$ cat src/cpa_ram.sv
// generic single write port ram with registered read
module cpa_ram #(
    parameter int WIDTH = 32,
    parameter int DEPTH = 128
) (
    input  logic                     clk,
    input  logic                     we,
    input  logic [$clog2(DEPTH)-1:0] waddr,
    input  logic [WIDTH-1:0]         wdata,
    input  logic [$clog2(DEPTH)-1:0] raddr,
    output logic [WIDTH-1:0]         rdata
);

    logic [WIDTH-1:0] mem [DEPTH];

    // write port and registered read port
    always_ff @(posedge clk)
    begin
        if (we)
        begin
            mem[waddr] <= wdata;
        end
        rdata <= mem[raddr];
    end

endmodule

$ cat config.mk
export PLATFORM = sky130hd
export DESIGN_NAME = cpa_ram
export DESIGN_NICKNAME = d
export VERILOG_FILES = /design/src/cpa_ram.sv
export SDC_FILE = /design/constraint.sdc
export NUM_CORES = 2
export LEC_CHECK = 0
export BUFFER_PORTS_ARGS = -buffer_cell sky130_fd_sc_hd__buf_2
export CAP_MARGIN = 20
export CORE_ASPECT_RATIO = 0.5
export CORE_MARGIN = 4
export CORE_UTILIZATION = 25
export CTS_CLUSTER_DIAMETER = 40
export DETAILED_ROUTE_END_ITERATION = 8
export GPL_ROUTABILITY_DRIVEN = 0
export GPL_TIMING_DRIVEN = 0
export PLACE_DENSITY = 0.34
export RECOVER_POWER = 50
export SETUP_SLACK_MARGIN = 0.5
export SLEW_MARGIN = 20
export SYNTH_ARGS = -nofsm -noshare
export SYNTH_HDL_FRONTEND = slang
export SYNTH_SLANG_ARGS = --single-unit
export TNS_END_PERCENT = 30
$ cat constraint.sdc
create_clock -name clk -period 4.2 [get_ports clk]
set_input_delay 0.63 -clock clk [delete_from_list [all_inputs] [get_ports clk]]
set_output_delay 0.63 -clock clk [all_outputs]
set_load 0.005 [all_outputs]
# == Yosys cells after proc, flatten, opt, wreduce, memory -nomap -nowiden ==
# Memories as Yosys holds them, arrays and structs flattened. A register that Yosys moved wholly into a read port is not among the register bits.
# Cells that the tools add are included.
# totals
ff_bits,0
latch_bits,0
mem_bits_rw,4096
rom_bits,0
in_bits,48
output_inout_bits,32
word_cells,3
memories,1
# classes
n_addsub,0
n_mul,0
n_div,0
n_lt_le_gt_ge,0
n_eq_ne,0
shifts,0
n_mux,2
bitwise,0
reduce_logical,0
# mem_list
memory,words,word_bits,rd,rd_ports_with_merged_regs,write_ports,line,source
mem,128,32,1,1,1,14,logic [WIDTH-1:0] mem [DEPTH];
# op_table
cell,count
1-bit 2-to-1 mux,2

# == Longest topological paths before layout ==
# logic_depth
ltp_word,2
mapped_depth,8
ltp_nobuf,4

# == Least setup slack after synthesis ==
# OpenSTA, ideal clock, no wires.
# synth_path
kind,input to register
start,in we
end,mem mem[98][0] (enable)
t_arrival_ns,3.408
required_ns,3.739
setup_slack_ns,0.331
cell_stages,3
n_path_buf,1
path_cell_list,clkbuf_1 -> nand4_1 -> nor3_1
# synth_via
elab_chain_cells,2
# synth_lines
element,line,source
start: declaration,7,"input logic we,"
1-bit 2-to-1 mux,19,if (we)
1-bit 2-to-1 mux (not written as such),21,mem[waddr] <= wdata;
end: declaration,14,
# Every way passes these cells.

# == Worst setup path after layout ==
# layout_path
start,in wdata[22]
end,mem mem[32][22] (data pin)
# layout_rtl
element,line,source
start: declaration,9,"input logic [WIDTH-1:0] wdata,"
# Straight into the memory's write port.

==> summary.txt <==
Status
  • Status: finished, violations left
  • Failing checks: capacitance limit, slew limit

Die
  • Row cnt: 205
  • Die area: 638600 um2
  • Die H: 567.1 um
  • Chip width: between 1 and 1.5 mm
  • # IOs: 80
  • Core Region: approximately 620000 um2
  • Starting Density: between 20% and 30%

Power and ir drop
  • Max VDD drop: 0.4568 mV
  • Combinational share of power: 5.6%
  • Internal Dissipation: 75.94 mW
  • Share of total power in sequential cells: 46.5%
  • P_sw: about 22 mW
  • Switch share: 22.59%
  • Pwr Density: between 500 and 600 nW/um2
  • Clock power share: 47.8%
  • Overall Power: between 90 and 100 mW
  • Lkg Pwr: 58.75 nW

Critical path
  • Worst Setup SP: wdata[22]
  • Worst-path cell chain: dlygate4sd3_1, clkbuf_1
  • Reg-to-Reg Start: mem[5][15]
  • Reg-to-reg setup timing slack: approximately 1.3 ns
  • Worst EP arrival: 4.09 ns
  • Worst EP required: 4.45 ns
  • Critical Path Start Type: primary input
  • Delay-heaviest family, CP: buffers and inverters
  • Max stage delay on crit path: 2.70 ns
  • Worst setup path end: mem[32][22]
  • Worst-path fanout max: 63
  • Crit path capture type: flip-flop
  • RR Endpoint: rdata[15]
  • Setup CP Type: in2reg
  • Worst r2r path cells: 4
  • WP buf/inv: 2
  • Crit path depth: 2
  • CP max-delay cell: clkbuf_1

Place
  • Cell Area, Placed: 174400 um2
  • Post-DP HPWL: 390.8 mm
  • DP Worst Slack: -1.603 ns
  • Port Buffers: 68
  • Placed cells: 14630

Global route
  • GRT overflow: 0
  • Vias in the first global route: 76338
  • Antenna violations before repair: 107
  • GRT Util Overall: between 15 and 20%
  • First-pass GRT wire length: 707.3 mm
  • Largest net degree at the start of global routing: 93

Route
  • Total length of routed wires: around 540 mm
  • Wire length per cell: 34.22 um
  • Iteration-0 DRC count of the detailed router: 8881
  • Drt via density: 4.632
  • TritonRoute pass-1 iters: 6
  • Drc violations: 0
  • Vias: 72939
  • Antenna viol nets, final: 0

Min path
  • Worst min-delay path class: in2reg

Cells and area
  • Commonest non-fill, non-tap cell in the layout: edfxtp_1
  • Utilization after layout: ~31%
  • Most frequent cells in the layout: 4096 x edfxtp_1, 1344 x mux4_2, 572 x clkbuf_16, 211 x clkbuf_1, 132 x buf_12
  • Non-filler cells, final: 15748
  • Area Overhead vs Synth: 23.53%
  • Fin nets: 6981
  • FILL cells: 58936
  • Fraction of layout cells with a size suffix above 1: between 30% and 40%
  • FF+latch area: 123600 um2
  • Fin area: 193100 um2
  • Multi-input logic area: around 32000 um2

Synth
  • Mux contribution to synthesized area: between 10% and 20%
  • Syn Inst Count: between 5000 and 6000
  • Compound-Gate Fraction of Synth Area: 0%
  • Register area share after synthesis: 79.12%
  • Synth Warn #: 0
  • Synthesized area: 156300 um2
  • Area contributors post-synth: edfxtp_1 79%, mux4_2 19%, clkbuf_1 0.44%
  • Simple-Gate Fraction of Synth Area: less than 1%
  • Main combinational cell family by area after synthesis: multiplexers
  • Post-synthesis cell type count: 17
  • Adder-cell share of the synthesized area: 0%
  • Post-Synth XOR/XNOR Area: 0%
  • Average size of a mapped cell: 26.09 um2
  • Leading area contributor after synthesis: edfxtp_1
  • Flops & latches, synth: roughly 4100
  • Post-synth top area share: around four fifths
  • Mapped Nets: 6038

STA
  • Total negative setup slack: 0 ns
  • Skew final: 0.04249 ns
  • Slew headroom: -169.8%
  • Final hold viol count: 0
  • Worst-Margin Slew: roughly 4 ns
  • Clock period minus worst slack: 3.839 ns
  • # setup viols final: 0
  • Setup slack after layout: 0.3607 ns
  • Fin. max-slew vios: 1840
  • Min Hold Slack: 0.2152 ns
  • Max Freq: 0.2605 GHz
  • Unrepaired setup endpoints after global routing: true
  • Crit share post-route: between 90% and 100%

CTS
  • Root Buffer Master: clkbuf_16
  • Cts bufs inserted: 548
  • Postcts setup bufs: 0
  • CTS H-tree depth: 6
  • Max clock buf depth: 4
  • Skew-Pair Late Insertion Delay: 1.04 ns
  • Clk sinks: 4128
  • Clk pin slew, worst setup/hold paths: 0.06 ns
  • CTS tree: yes

Run
  • Max-Cap Viols: 35
==> worst min-delay path by stage <==
stage,from,endpoint,slack [ns],depth (start not counted)
floorplan,wdata[0],mem[0][0],0.73,0
global placement,rdata[5],rdata[5],1.03,1
detailed placement,rdata[15],rdata[15],1.01,1
CTS,raddr[5],rdata[31],0.13,2
global route,raddr[5],rdata[31],0.13,2
finish,raddr[5],rdata[0],0.22,2
==> cell type report <==
| class | instances | share of cell area [%] |
|---|---|---|
| clock buffer | 638 | 7.548 |
| timing repair buffer | 393 | 3.467 |
| tap | 8280 | 5.366 |
| clock inverter | 359 | 1.951 |
| sequential | 4128 | 64.04 |
| multi-input combinational | 1546 | 16.70 |
| buffer | 316 | 0.8108 |
| antenna | 88 | 0.1141 |
==> state kept, by name (all words and copies together) (netlist names) <==
register / count
mem: 4096
rdata: 32
==> synthesized netlist by cell type <==
cell	n
edfxtp_1	4096
mux4_2	1344
clkbuf_1	182
nor2_1	122
buf_2	79
buf_1	50
dfxtp_1	32
mux2_2	32
nand2_1	14
nand3_1	12
nor3_1	9
nor2b_1	7
buf_4	3
nand4_1	3
buf_6	2
nand2b_1	2
or3_1	1
==> power groups by stage <==
stage          clock (mW)  sequential, mW  combinational, mW
2_1_floorplan           0            46.4               2.19
3_3_place_gp            0            46.5               5.33
3_5_place_dp            0            46.4               5.69
4_1_cts              48.1            45.6               5.74
5_1_grt              50.0            45.6               5.80
6_report             46.9            45.6               5.54
==> kinds of logic (layout without fill, tap and decap cells) <==
logic type,after synthesis,in the layout
AND/OR/NAND/NOR,170,170
multiplexers,1376,1376
other,0,88
flip-flops,4128,4128
buffers and inverters,316,1706
==> routing by layer <==
metal / global-route usage, % / wire (um)
met1: 23.56 / 240800
met2: 26.31 / 250700
met3: 2.811 / 34760
met4: 3.698 / 12520
met5: 0 / 55
==> what timing repair did <==
| item | in CTS | in global routing |
|---|---|---|
| endpoints found under the setup margin | 32 | 10 |
| resized for setup | 51 | 5 |
| hold buffers | 32 | 0 |
| hold endpoints to repair | 639 | 0 |
Power figures use the tool's default switching activity.
